$ cat src/hdl/prt_pkg.sv
package prt_pkg;

    localparam int SEQ_BITS           = 32;
    localparam int PAYLOAD_FIELD_BITS = 32;
    localparam int DEF_TABLE_DEPTH    = 16;
    localparam int DEF_PAYLOAD_BITS   = 32;

    localparam logic [SEQ_BITS-1:0] SEQ_RESTART     = 32'd2;
    localparam logic [SEQ_BITS-1:0] SEQ_STEP        = 32'd2;
    // last accepted number at or above this restarts the count at SEQ_RESTART
    localparam logic [SEQ_BITS-1:0] SEQ_WRAP_LIMIT  = 32'hFFFF_FFFD;

    typedef enum logic [1:0] {
        OP_ADD      = 2'd0,
        OP_COMPLETE = 2'd1,
        OP_QUERY    = 2'd2,
        OP_RESERVED = 2'd3
    } opcode_t;

    typedef enum logic [1:0] {
        STATUS_OK        = 2'd0,
        STATUS_MISMATCH  = 2'd1,
        STATUS_NOT_FOUND = 2'd2,
        STATUS_FULL      = 2'd3
    } status_t;

    typedef enum logic [2:0] {
        ST_IDLE,
        ST_DECODE,
        ST_SEARCH_RD,
        ST_SEARCH_CMP,
        ST_COMPACT,
        ST_APPEND,
        ST_RESP
    } state_t;

    typedef struct packed {
        status_t                       status;
        logic                          pending;
        logic [PAYLOAD_FIELD_BITS-1:0] found_payload;
    } result_t;

endpackage

$ cat src/hdl/prt_mem.sv
module prt_mem import prt_pkg::*; #(
    parameter int DEPTH = DEF_TABLE_DEPTH,
    parameter int AW    = 4,
    parameter int WIDTH = 65
) (
    input  logic             aclk,
    input  logic             wr_en,
    input  logic [AW-1:0]    wr_addr,
    input  logic [WIDTH-1:0] wr_data,
    input  logic             rd_en,
    input  logic [AW-1:0]    rd_addr,
    output logic [WIDTH-1:0] rd_data
);

    logic [WIDTH-1:0] mem [DEPTH];
    logic [WIDTH-1:0] rd_data_reg;

    always_ff @(posedge aclk) begin
        if (wr_en) begin
            mem[wr_addr] <= wr_data;
        end
    end

    always_ff @(posedge aclk) begin
        if (rd_en) begin
            rd_data_reg <= mem[rd_addr];
        end
    end

    assign rd_data = rd_data_reg;

endmodule

$ cat src/hdl/prt_ctrl.sv
module prt_ctrl import prt_pkg::*; #(
    parameter int TABLE_DEPTH  = DEF_TABLE_DEPTH,
    parameter int PAYLOAD_BITS = DEF_PAYLOAD_BITS,
    parameter int AW           = 4,
    parameter int MW           = 65
) (
    input  logic                          aclk,
    input  logic                          aresetn,
    input  logic                          s_valid,
    output logic                          s_ready,
    input  logic [1:0]                    s_opcode,
    input  logic [SEQ_BITS-1:0]           s_seq,
    input  logic [PAYLOAD_FIELD_BITS-1:0] s_payload,
    output logic                          res_valid,
    input  logic                          res_ready,
    output result_t                       res,
    output logic                          mem_wr_en,
    output logic [AW-1:0]                 mem_wr_addr,
    output logic [MW-1:0]                 mem_wr_data,
    output logic                          mem_rd_en,
    output logic [AW-1:0]                 mem_rd_addr,
    input  logic [MW-1:0]                 mem_rd_data
);

    localparam int CW = $clog2(TABLE_DEPTH + 1);
    localparam int SB = (PAYLOAD_BITS < PAYLOAD_FIELD_BITS) ? PAYLOAD_BITS : PAYLOAD_FIELD_BITS;
    localparam logic [CW-1:0] DEPTH_C = CW'(TABLE_DEPTH);
    localparam logic [CW-1:0] ONE_C   = CW'(1);

    // ring position of an offset from a base slot
    function automatic logic [AW-1:0] slot_of(input logic [AW-1:0] base,
                                              input logic [CW-1:0] off);
        logic [CW:0] sum;
        sum = (CW+1)'(base) + (CW+1)'(off);
        if (sum >= (CW+1)'(TABLE_DEPTH)) begin
            sum = sum - (CW+1)'(TABLE_DEPTH);
        end
        return sum[AW-1:0];
    endfunction

    state_t              state_reg, state_next;
    opcode_t             op_reg, op_next;
    logic [SEQ_BITS-1:0] seq_reg, seq_next;
    logic [SB-1:0]       pay_reg, pay_next;
    logic [AW-1:0]       head_reg, head_next;
    logic [CW-1:0]       span_reg, span_next;
    logic [CW-1:0]       live_count_reg, live_count_next;
    logic [SEQ_BITS-1:0] last_reg, last_next;
    logic [CW-1:0]       lo_reg, lo_next;
    logic [CW-1:0]       hi_reg, hi_next;
    logic [CW-1:0]       mid_reg, mid_next;
    logic [CW-1:0]       idx_reg, idx_next;
    logic [CW-1:0]       out_reg, out_next;
    logic                cvld_reg, cvld_next;
    result_t             res_reg, res_next;

    logic                rd_live;
    logic [SEQ_BITS-1:0] rd_seq;
    logic [SB-1:0]       rd_pay;
    logic [SEQ_BITS-1:0] exp_seq;
    logic [CW:0]         mid_sum;
    logic [CW-1:0]       search_mid;

    assign rd_live    = mem_rd_data[MW-1];
    assign rd_seq     = mem_rd_data[SB +: SEQ_BITS];
    assign rd_pay     = mem_rd_data[SB-1:0];
    assign exp_seq    = (last_reg < SEQ_WRAP_LIMIT) ? last_reg + SEQ_STEP : SEQ_RESTART;
    assign mid_sum    = (CW+1)'(lo_reg) + (CW+1)'(hi_reg) - (CW+1)'(1);
    assign search_mid = mid_sum[CW:1];
    assign res        = res_reg;

    always_ff @(posedge aclk) begin
        if (!aresetn) begin
            state_reg      <= ST_IDLE;
            head_reg       <= '0;
            span_reg       <= '0;
            live_count_reg <= '0;
            last_reg       <= '0;
            cvld_reg       <= 1'b0;
        end else begin
            state_reg      <= state_next;
            head_reg       <= head_next;
            span_reg       <= span_next;
            live_count_reg <= live_count_next;
            last_reg       <= last_next;
            cvld_reg       <= cvld_next;
        end
    end

    always_ff @(posedge aclk) begin
        op_reg  <= op_next;
        seq_reg <= seq_next;
        pay_reg <= pay_next;
        lo_reg  <= lo_next;
        hi_reg  <= hi_next;
        mid_reg <= mid_next;
        idx_reg <= idx_next;
        out_reg <= out_next;
        res_reg <= res_next;
    end

    always_comb begin
        state_next      = state_reg;
        op_next         = op_reg;
        seq_next        = seq_reg;
        pay_next        = pay_reg;
        head_next       = head_reg;
        span_next       = span_reg;
        live_count_next = live_count_reg;
        last_next       = last_reg;
        lo_next         = lo_reg;
        hi_next         = hi_reg;
        mid_next        = mid_reg;
        idx_next        = idx_reg;
        out_next        = out_reg;
        cvld_next       = cvld_reg;
        res_next        = res_reg;
        s_ready         = 1'b0;
        res_valid       = 1'b0;
        mem_wr_en       = 1'b0;
        mem_wr_addr     = '0;
        mem_wr_data     = '0;
        mem_rd_en       = 1'b0;
        mem_rd_addr     = '0;

        unique case (state_reg)
            ST_IDLE: begin
                s_ready = 1'b1;
                if (s_valid) begin
                    op_next    = opcode_t'(s_opcode);
                    seq_next   = s_seq;
                    pay_next   = s_payload[SB-1:0];
                    state_next = ST_DECODE;
                end
            end

            ST_DECODE: begin
                res_next   = '{status: STATUS_NOT_FOUND, pending: 1'b0, found_payload: '0};
                state_next = ST_RESP;
                unique case (op_reg) inside
                    OP_ADD: begin
                        if (seq_reg != exp_seq) begin
                            res_next.status = STATUS_MISMATCH;
                        end else begin
                            last_next = seq_reg;
                            if (live_count_reg >= DEPTH_C) begin
                                res_next.status = STATUS_FULL;
                            end else if (span_reg >= DEPTH_C) begin
                                idx_next   = '0;
                                out_next   = '0;
                                cvld_next  = 1'b0;
                                state_next = ST_COMPACT;
                            end else begin
                                state_next = ST_APPEND;
                            end
                        end
                    end
                    OP_COMPLETE, OP_QUERY: begin
                        if (live_count_reg != '0) begin
                            lo_next    = '0;
                            hi_next    = span_reg;
                            state_next = ST_SEARCH_RD;
                        end
                    end
                    default: begin
                        state_next = ST_RESP;
                    end
                endcase
            end

            ST_SEARCH_RD: begin
                if (lo_reg < hi_reg) begin
                    mem_rd_en   = 1'b1;
                    mem_rd_addr = slot_of(head_reg, search_mid);
                    mid_next    = search_mid;
                    state_next  = ST_SEARCH_CMP;
                end else begin
                    state_next = ST_RESP;
                end
            end

            ST_SEARCH_CMP: begin
                if (rd_seq < seq_reg) begin
                    lo_next    = mid_reg + ONE_C;
                    state_next = ST_SEARCH_RD;
                end else if (rd_seq > seq_reg) begin
                    hi_next    = mid_reg;
                    state_next = ST_SEARCH_RD;
                end else begin
                    // a hole with a matching number ends the search as a miss
                    state_next = ST_RESP;
                    if (rd_live) begin
                        res_next.status        = STATUS_OK;
                        res_next.pending       = 1'b1;
                        res_next.found_payload = PAYLOAD_FIELD_BITS'(rd_pay);
                        if (op_reg == OP_COMPLETE) begin
                            mem_wr_en       = 1'b1;
                            mem_wr_addr     = slot_of(head_reg, mid_reg);
                            mem_wr_data     = {1'b0, rd_seq, rd_pay};
                            live_count_next = live_count_reg - ONE_C;
                            if (mid_reg == '0) begin
                                head_next = slot_of(head_reg, ONE_C);
                                span_next = span_reg - ONE_C;
                            end else if (mid_reg + ONE_C == span_reg) begin
                                span_next = span_reg - ONE_C;
                            end
                        end
                    end
                end
            end

            ST_COMPACT: begin
                // write back the entry read last cycle if it is still live
                if (cvld_reg && rd_live) begin
                    mem_wr_en   = 1'b1;
                    mem_wr_addr = slot_of(head_reg, out_reg);
                    mem_wr_data = {1'b1, rd_seq, rd_pay};
                    out_next    = out_reg + ONE_C;
                end
                if (idx_reg < span_reg) begin
                    mem_rd_en   = 1'b1;
                    mem_rd_addr = slot_of(head_reg, idx_reg);
                    idx_next    = idx_reg + ONE_C;
                    cvld_next   = 1'b1;
                end else begin
                    cvld_next = 1'b0;
                    if (!cvld_reg) begin
                        span_next  = out_reg;
                        state_next = ST_APPEND;
                    end
                end
            end

            ST_APPEND: begin
                mem_wr_en       = 1'b1;
                mem_wr_addr     = slot_of(head_reg, span_reg);
                mem_wr_data     = {1'b1, seq_reg, pay_reg};
                span_next       = span_reg + ONE_C;
                live_count_next = live_count_reg + ONE_C;
                res_next.status = STATUS_OK;
                state_next      = ST_RESP;
            end

            ST_RESP: begin
                res_valid = 1'b1;
                if (res_ready) begin
                    state_next = ST_IDLE;
                end
            end

            default: begin
                state_next = ST_IDLE;
            end
        endcase
    end

    assert property (@(posedge aclk) disable iff (!aresetn)
        live_count_reg <= span_reg)
        else $error("live count exceeds span");

    assert property (@(posedge aclk) disable iff (!aresetn)
        span_reg <= DEPTH_C)
        else $error("span exceeds table depth");

    assert property (@(posedge aclk) disable iff (!aresetn)
        !(mem_wr_en && mem_rd_en && (mem_wr_addr == mem_rd_addr)))
        else $error("read and write hit the same slot");

    assert property (@(posedge aclk) disable iff (!aresetn)
        (state_reg == ST_COMPACT) |-> (out_reg <= idx_reg))
        else $error("compaction write passed its read pointer");

    assert property (@(posedge aclk) disable iff (!aresetn)
        (state_reg == ST_APPEND) |-> (span_reg < DEPTH_C))
        else $error("append into an exhausted span");

endmodule

$ cat src/hdl/pending_request_tracker_top.sv
// Pending request tracker: keeps up to TABLE_DEPTH outstanding requests in a
// ring held in one synchronous memory, ordered by sequence number. Add accepts
// only the next expected number (last accepted plus 2, restarting at 2 near
// the top of the 32-bit range); complete and query binary-search the span.
// One request is worked at a time. When the ring span is exhausted and holes
// remain, add first compacts the ring. Complete and query make at most
// floor(log2(TABLE_DEPTH)) + 1 search probes, each probe being one read of
// the memory port followed by one compare. Results sit in an output
// register, so a new request is taken while the previous result waits.
module pending_request_tracker_top import prt_pkg::*; #(
    parameter int TABLE_DEPTH  = DEF_TABLE_DEPTH,
    parameter int PAYLOAD_BITS = DEF_PAYLOAD_BITS
) (
    input  logic                          aclk,
    input  logic                          aresetn,
    input  logic                          s_valid,
    output logic                          s_ready,
    input  logic [1:0]                    s_opcode,
    input  logic [SEQ_BITS-1:0]           s_seq,
    input  logic [PAYLOAD_FIELD_BITS-1:0] s_payload,
    output logic                          m_valid,
    input  logic                          m_ready,
    output logic [1:0]                    m_status,
    output logic                          m_pending,
    output logic [PAYLOAD_FIELD_BITS-1:0] m_found_payload
);

    localparam int AW = (TABLE_DEPTH > 1) ? $clog2(TABLE_DEPTH) : 1;
    localparam int SB = (PAYLOAD_BITS < PAYLOAD_FIELD_BITS) ? PAYLOAD_BITS : PAYLOAD_FIELD_BITS;
    localparam int MW = 1 + SEQ_BITS + SB;

    logic          res_valid;
    logic          res_ready;
    result_t       res;
    logic          mem_wr_en;
    logic [AW-1:0] mem_wr_addr;
    logic [MW-1:0] mem_wr_data;
    logic          mem_rd_en;
    logic [AW-1:0] mem_rd_addr;
    logic [MW-1:0] mem_rd_data;

    logic          m_valid_reg;
    result_t       m_res_reg;

    prt_ctrl #(
        .TABLE_DEPTH  (TABLE_DEPTH),
        .PAYLOAD_BITS (PAYLOAD_BITS),
        .AW           (AW),
        .MW           (MW)
    ) u_ctrl (
        .aclk        (aclk),
        .aresetn     (aresetn),
        .s_valid     (s_valid),
        .s_ready     (s_ready),
        .s_opcode    (s_opcode),
        .s_seq       (s_seq),
        .s_payload   (s_payload),
        .res_valid   (res_valid),
        .res_ready   (res_ready),
        .res         (res),
        .mem_wr_en   (mem_wr_en),
        .mem_wr_addr (mem_wr_addr),
        .mem_wr_data (mem_wr_data),
        .mem_rd_en   (mem_rd_en),
        .mem_rd_addr (mem_rd_addr),
        .mem_rd_data (mem_rd_data)
    );

    prt_mem #(
        .DEPTH (TABLE_DEPTH),
        .AW    (AW),
        .WIDTH (MW)
    ) u_mem (
        .aclk    (aclk),
        .wr_en   (mem_wr_en),
        .wr_addr (mem_wr_addr),
        .wr_data (mem_wr_data),
        .rd_en   (mem_rd_en),
        .rd_addr (mem_rd_addr),
        .rd_data (mem_rd_data)
    );

    // output register: load when empty or being drained
    assign res_ready = !m_valid_reg || m_ready;

    always_ff @(posedge aclk) begin
        if (!aresetn) begin
            m_valid_reg <= 1'b0;
        end else if (res_valid && res_ready) begin
            m_valid_reg <= 1'b1;
        end else if (m_ready) begin
            m_valid_reg <= 1'b0;
        end
    end

    always_ff @(posedge aclk) begin
        if (res_valid && res_ready) begin
            m_res_reg <= res;
        end
    end

    assign m_valid         = m_valid_reg;
    assign m_status        = m_res_reg.status;
    assign m_pending       = m_res_reg.pending;
    assign m_found_payload = m_res_reg.found_payload;

endmodule

$ cat config.mk
export PLATFORM = sky130hd
export DESIGN_NAME = pending_request_tracker_top
export DESIGN_NICKNAME = d
export VERILOG_FILES = /design/src/hdl/prt_pkg.sv /design/src/hdl/prt_mem.sv /design/src/hdl/prt_ctrl.sv /design/src/hdl/pending_request_tracker_top.sv
export SDC_FILE = /design/constraint.sdc
export NUM_CORES = 2
export LEC_CHECK = 0
export ABC_AREA = 1
export BUFFER_PORTS_ARGS = -buffer_cell sky130_fd_sc_hd__buf_4
export CAP_MARGIN = 20
export CORE_AREA = 2 2 413 456
export CTS_BUF_LIST = sky130_fd_sc_hd__clkbuf_2 sky130_fd_sc_hd__clkbuf_4 sky130_fd_sc_hd__clkbuf_8
export DETAILED_ROUTE_END_ITERATION = 8
export DIE_AREA = 0 0 415 458
export GPL_TIMING_DRIVEN = 0
export HOLD_SLACK_MARGIN = 0.03
export PLACE_DENSITY = 0.52
export SKIP_CTS_REPAIR_TIMING = 1
export SLEW_MARGIN = 20
export SYNTH_ARGS = -nofsm -noshare
export SYNTH_HDL_FRONTEND = slang
export SYNTH_SLANG_ARGS = --single-unit
$ cat constraint.sdc
create_clock -name aclk -period 6.46 [get_ports aclk]
set_input_delay 0.323 -clock aclk [delete_from_list [all_inputs] [get_ports aclk]]
set_output_delay 0.323 -clock aclk [all_outputs]
set_load 0.02 [all_outputs]
# [Word-level counts from Yosys, hierarchy flattened]
# Memory sizes are Yosys's and may differ from the RTL's. A register that Yosys moved wholly into a read port is not among the register bits.
# Index checks and enable logic that the tools add are counted.
[classes] eq_ne=29 n_div=0 n_lt_le_gt_ge=13 n_bitwise=3 shifts=0 muxes=94 addsub=22 reduce_logical=29 multipliers=0
[ops] cell="two-way mux 65 bit" n=4
[ops] cell="case mux 65 bit (3 select lines)" n=1
[ops] cell="two-way mux 5 bit" n=25
[ops] cell="two-way mux 35 bit" n=3
[ops] cell="case mux 33 bit (2 select lines)" n=1
[ops] cell="two-way mux 64 bit" n=1
[ops] cell="two-way mux 4 bit" n=13
[ops] cell="case mux 5 bit (2 select lines)" n=5
[ops] cell="adder 32 x 2 -> 32 bit, second input constant" n=1
[ops] cell="greater-than comparator 32 bit" n=1
[ops] cell="less-than comparator 32 bit" n=1
[ops] cell="less-than comparator 32 bit, second input constant" n=1
[ops] cell="two-way mux 32 bit" n=1
[ops] cell="!= test 32 bit" n=1
[ops] cell="adder 4 x 5 -> 6 bit" n=5
[ops] cell="greater-or-equal comparator 6 x 5 -> 1 bit, second input constant" n=5
[ops] cell="two-way mux 3 bit" n=10
[ops] cell="adder 5 x 1 -> 5 bit, second input constant" n=5
[ops] cell="subtractor 4 x 1 -> 4 bit, second input constant" n=6
[ops] cell="case mux 3 bit (7 select lines)" n=1
[ops] cell="two-way mux 1 bit" n=19
[ops] cell="!= test 2 x 1 -> 1 bit, second input constant" n=9
[ops] cell="!= test 2 bit, second input constant" n=9
[ops] cell="AND reduction 6 bit" n=3
[ops] cell="other kinds (37)" n=59
[totals] register_bits=212 mem_count=1 rom_bits=0 in_bits=70 ram_bits=1040 latch_bits=0 out_inout_bits=37 word_cells=212
[mem_list] name="u_mem.mem" words=16 width=65 rd=1 rd_ports_with_merged_regs=1 write_ports=1 line="prt_mem.sv:15" source="logic [WIDTH-1:0] mem [DEPTH];"

# [Logic depth before layout (Yosys ltp)]
[logic_depth] depth_word=9 ltp_mapped=21 depth_no_buf=20

# [Modules after synthesis]
# From an unflattened synthesis, not the netlist that was laid out.
[unflattened] cells_unflattened=5798 hier_area_um2=59213.0
[by_module_without_submodules] mod="prt_mem" n_inst=1 cells_per_inst=4276 area_per_inst_um2=46676.0
[by_module_without_submodules] mod="prt_ctrl" n_inst=1 cells_per_inst=1480 area_per_inst_um2=11434.7
[by_module_without_submodules] mod="pending_request_tracker_top" n_inst=1 cells_per_inst=42 area_per_inst_um2=1102.3

# [Worst setup path after synthesis]
# OpenSTA, ideal clock, no wires.
[synth_timing] path_type="reg-to-reg" start="register u_ctrl.state_reg[1]" end="register u_ctrl.op_reg[0] (enable)" setup_slack_ns=0.790 arrival_time_ns=5.099 period_less_slack_ns=5.670 required_ns=5.889 n_path_buf=1 stages_incl_launch_ff=5 setup_ns=0.571 path_cell_list="dfxtp_1 buf_2 nor2_1 inv_1 nor3_1"
[synth_via] elab_chain_len=2
[synth_lines] item="from (decl)" line="prt_ctrl.sv:41" source="state_t state_reg, state_next;"
[synth_lines] item="from (signal assigned)" line="prt_ctrl.sv:81" source="state_reg <= state_next;"
[synth_lines] item="logical NOT 3 bit" line="prt_ctrl.sv:126" source="unique case (state_reg)"
[synth_lines] item="AND reduction 2 bit (no source line)"
[synth_lines] item="to (signal assigned)" line="prt_ctrl.sv:91" source="op_reg <= op_next;"
[synth_lines] item="to (decl)" line="prt_ctrl.sv:42" source="opcode_t op_reg, op_next;"
# No other way between the ends.
# A chain may end at the register's enable or synchronous reset.

# [Final worst setup path]
[layout_timing] start="register u_ctrl.lo_reg[0]" end="register u_mem.rd_data_reg[34] (netlist: u_mem.rd_data[34]) (read register of u_mem.mem), data pin"
[layout_via] elab_chain_len=7 word_cells_on_any_way=11 classes_between="4 x add/sub; 2 x order compare; 5 x mux"
[layout_lines] item="from (decl)" line="prt_ctrl.sv:49" source="logic [CW-1:0] lo_reg, lo_next;"
[layout_lines] item="from (signal assigned)" line="prt_ctrl.sv:94" source="lo_reg <= lo_next;"
[layout_lines] item="adder 5 x 5 -> 6 bit (*)" line="prt_ctrl.sv:68" source="assign mid_sum = (CW+1)'(lo_reg) + (CW+1)'(hi_reg) - (CW+1)'(1);"
[layout_lines] item="subtractor 6 x 1 -> 6 bit (*)" line="prt_ctrl.sv:68"
[layout_lines] item="via u_ctrl.mid_sum[3]" line="prt_ctrl.sv:61" source="logic [CW:0] mid_sum;"
[layout_lines] item="adder 4 x 5 -> 6 bit (*)" line="prt_ctrl.sv:34" source="sum = (CW+1)'(base) + (CW+1)'(off);"
[layout_lines] item="greater-or-equal comparator 6 x 5 -> 1 bit / subtractor 4 x 1 -> 4 bit (equally long branches)" line="prt_ctrl.sv:35, prt_ctrl.sv:36"
[layout_lines] item="two-way mux 4 bit (*)" line="prt_ctrl.sv:35" source="if (sum >= (CW+1)'(TABLE_DEPTH)) begin"
[layout_lines] item="two-way mux 4 bit (*)" line="prt_ctrl.sv:172" source="if (lo_reg < hi_reg) begin"
[layout_lines] item="case mux 4 bit (2 select lines) (*)" line="prt_ctrl.sv:126"
[layout_lines] item="to (decl)" line="prt_mem.sv:16" source="logic [WIDTH-1:0] rd_data_reg;"
# Mark *: on every way through the listed nets, which the timed path passes. The rest lies on a longest branch.

==> flow_metrics.py <==
metrics = {
    "run_status": {
        "status": "complete, no violations",
    },
    "clocking": {
        "cts_htree_levels": 4,
        "clock_latency_ns": 0.98,
        "cts_tree": "yes",
        "cts_root_buffer": "clkbuf_8",
        "path_clk_slew_ns": 0.06,
        "cts_made_buffers": 210,
        "numClockSinks": 1317,
        "clockBufferDepth": 3,
    },
    "logic_synthesis": {
        "synthFlopType": "edfxtp_1",
        "ys_top_cells_by_area": "edfxtp_1 69%, o211ai_1 6.2%, nand2_1 3.9%",
        "synth_warnings": 0,
        "synth_compound_area_share_pct": 10.7,
        "synth-edff-count": 1266,
        "synthArstFlopShare_pct": 0,
        "ys_types": 48,
        "syn_area_mm2": 0.0553,
        "ys_ff_latch": 1317,
        "synth_top_family_by_area": "simple AND/OR/NAND/NOR gates",
        "synthSimpleGateAreaFrac_pct": 12.8,
        "ys_seq_area_share_pct": 70.5,
        "synth-xor-area-share_pct": 0.775,
        "synth_top_area_cell": "edfxtp_1",
        "synth_top_area_share_pct": 68.7,
        "netlist_instances": 4370,
        "synth_mux_area_share_pct": 0,
        "synthAdderAreaFrac_pct": 2.05,
        "syn-num-nets": 4526,
        "syn_area_per_cell_um2": 12.7,
    },
    "timing": {
        "fin_ws_ns": 1.27,
        "hold_violations": 0,
        "drv_slew": 0,
        "hold_ws_ns": 0.0769,
        "fin_crit_sh_pct": 80.4,
        "setup_viol": 0,
        "min_period_ns": 5.19,
        "rsz0062_at_grt": "no",
        "finClkSkew_ns": 0.0505,
        "tightest_slew_ns": 1.21,
        "slew_headroom_pct": 19.3,
        "fmax_ghz": 0.193,
    },
    "worst_setup_path": {
        "path_class": "reg2reg",
        "cp-start-kind": "flip-flop",
        "cp.required_ns": 7.14,
        "r2r_cells": 13,
        "cp-end-kind": "flip-flop",
        "critPathArrivalTime_ns": 5.87,
        "cp_max_fo": 10,
    },
    "power_and_ir_drop": {
        "peakVddDrop_uv": 164,
        "power_mw": 22.0,
        "leakage_nw": 22.1,
        "p_per_area_mw_per_mm2": 333,
    },
    "finish": {
        "drive_gt1_share_pct": 17.3,
        "nNetsFinal": 5005,
        "largest_reg_flops": 1040,
        "final_area_mm2": 0.0660,
        "synthToLayoutAreaGrowth_pct": 19.3,
    },
    "route": {
        "route.vias.total": 37100,
        "wirelength_um": 176000,
        "route.detailed.drc": 0,
        "first_iter_violations": 3292,
        "wire_per_inst_um": 23.6,
        "drt_pre_antenna_iters": 8,
        "ant_nets": 0,
        "vias_per_cell": 4.97,
    },
    "placed_design": {
        "place_congestion": 0.867,
        "port_buffers": 106,
        "place_ws_ns": 1.28,
        "dpl_cell_area_mm2": 0.0611,
        "dp_hpwl_um": 123000,
    },
    "floorplan": {
        "fp.dieW_um": 415,
        "start_util_pct": 29.9,
        "num_rows": 166,
        "core_mm2": 0.185,
        "ios": 107,
        "die_area_mm2": 0.190,
        "die-height_um": 458,
    },
    "global_routing": {
        "grt_max_degree": 42,
        "antenna_found_initial": 6,
        "grt_use_total_pct": 18.2,
        "overflow": 0,
        "grt_pass1_wl_um": 254000,
        "grt_pass1_vias": 36900,
    },
    "flow_run": {
        "cap_violations": 0,
    },
    "worst_hold_path": {
        "hold_path.class": "in2reg",
        "hold_depth": 2,
    },
}
[power breakdown]
| group | internal [mW] | leakage [nW] | switching (mW) |
|---|---|---|---|
| Sequential | 10.0 | 11.8 | 0.270 |
| Clock | 3.62 | 2.15 | 3.45 |
| Combinational | 1.35 | 8.14 | 3.33 |
| Total | 15.0 | 22.1 | 7.05 |
[synthesized netlist by cell type (3+ instances only)]
master    count
o21ai_0     291
clkbuf_1    181
o21bai_1     55
nor2_2        9
buf_2        36
a21o_1        3
fa_1          8
xnor2_1      12
xor2_1       37
o211ai_1    456
nand3_1     269
nand3b_1      3
nand2_2       5
a21oi_1      78
inv_1       178
buf_1        29
nor2_1      386
clkinv_1      3
ha_1         78
dfxtp_1      51
inv_2         5
or2_2       262
edfxtp_1   1266
nand4_1      45
buf_6         4
nor3_1       13
nand2_1     571
a31oi_1       5
a211oi_1      8
[layer usage]
layer  global-route usage [%]  up-vias  routed length, um
li1                         -    17000                  -
met1                     23.0    18500              73200
met2                     31.0     1271              86300
met3                     2.92      292               9900
met4                     7.71        0               6900
met5                        0        -                  0
[final cells by class]
| class | count | area [um2] |
|---|---|---|
| fillers | 18100 | 119000 |
| well taps | 2436 | 3050 |
| multi-input cells | 2616 | 14700 |
| clock inverters | 87 | 579 |
| clock buffers | 289 | 3500 |
| diodes | 5 | 12.5 |
| inverters | 186 | 698 |
| flip-flops and latches | 1317 | 39000 |
| plain buffers | 251 | 1030 |
| repair buffers | 267 | 3380 |
[critical path: stages, from the launching register on]
cell and delay, ns:
edfxtp_1 0.38, or2_2 0.31, ha_1 0.24, fa_1 0.46
xor2_1 0.22, ha_1 0.30, xnor2_1 0.13, o21a_1 0.39
inv_1 0.28, clkbuf_1 0.80, buf_1 0.78, nand3_1 0.22
nand3_1 0.26, nand2_1 0.13
[per-stage QoR]
stage               TNS [ns]  util [%]  cells
detailed placement         0      33.0   6992
finish                     0      35.6   7454
floorplan                  0         -   4370
CTS                        0      35.2   7368
global route               0      35.6   7451
global placement    -3690.49      31.9   6912
[cell usage in the layout (no fill, tap or decap), types with 7 or more instances in the layout]
cell type and count:
a211oi_1 8, a21oi_1 77, buf_1 28, buf_12 33
buf_16 37, buf_2 37, buf_4 113, buf_6 7
clkbuf_1 173, clkbuf_2 8, clkbuf_4 77, clkbuf_8 212
clkinv_1 54, clkinv_2 15, dfxtp_1 51, dlygate4sd3_1 81
edfxtp_1 1266, fa_1 8, ha_1 78, inv_1 178
inv_12 8, nand2_1 570, nand3_1 269, nand4_1 45
nor2_1 369, nor2_2 9, nor2_4 19, nor3_1 12
o211ai_1 456, o21ai_0 291, o21bai_1 55, or2_2 262
xnor2_1 12, xor2_1 37
[logic make-up (layout without fill, tap and decap cells)]
family | Yosys count | after routing
buffers and inverters | 437 | 1080
other | 0 | 5
XOR/XNOR | 49 | 49
adder cells (fa/ha/maj) | 86 | 86
AO/OA/AOI/OAI | 909 | 909
AND/OR/NAND/NOR | 1572 | 1572
flip-flops | 1317 | 1317
[final timing paths]
path | slack, ns | startpoint | to
hold reg to reg | 0.42 | u_ctrl.res[18]$_SDFFCE_PN0P_ | m_found_payload[18]$_DFFE_PP_
setup reg to reg | 1.27 | u_ctrl.lo_reg[0]$_SDFFCE_PN0P_ | u_mem.rd_data[34]$_DFFE_PP_
hold / removal | 0.08 | s_payload[17] | u_ctrl.pay_reg[17]$_DFFE_PP_
setup / recovery | 1.27 | u_ctrl.lo_reg[0]$_SDFFCE_PN0P_ | u_mem.rd_data[34]$_DFFE_PP_
(Power assumes the default switching activity.)
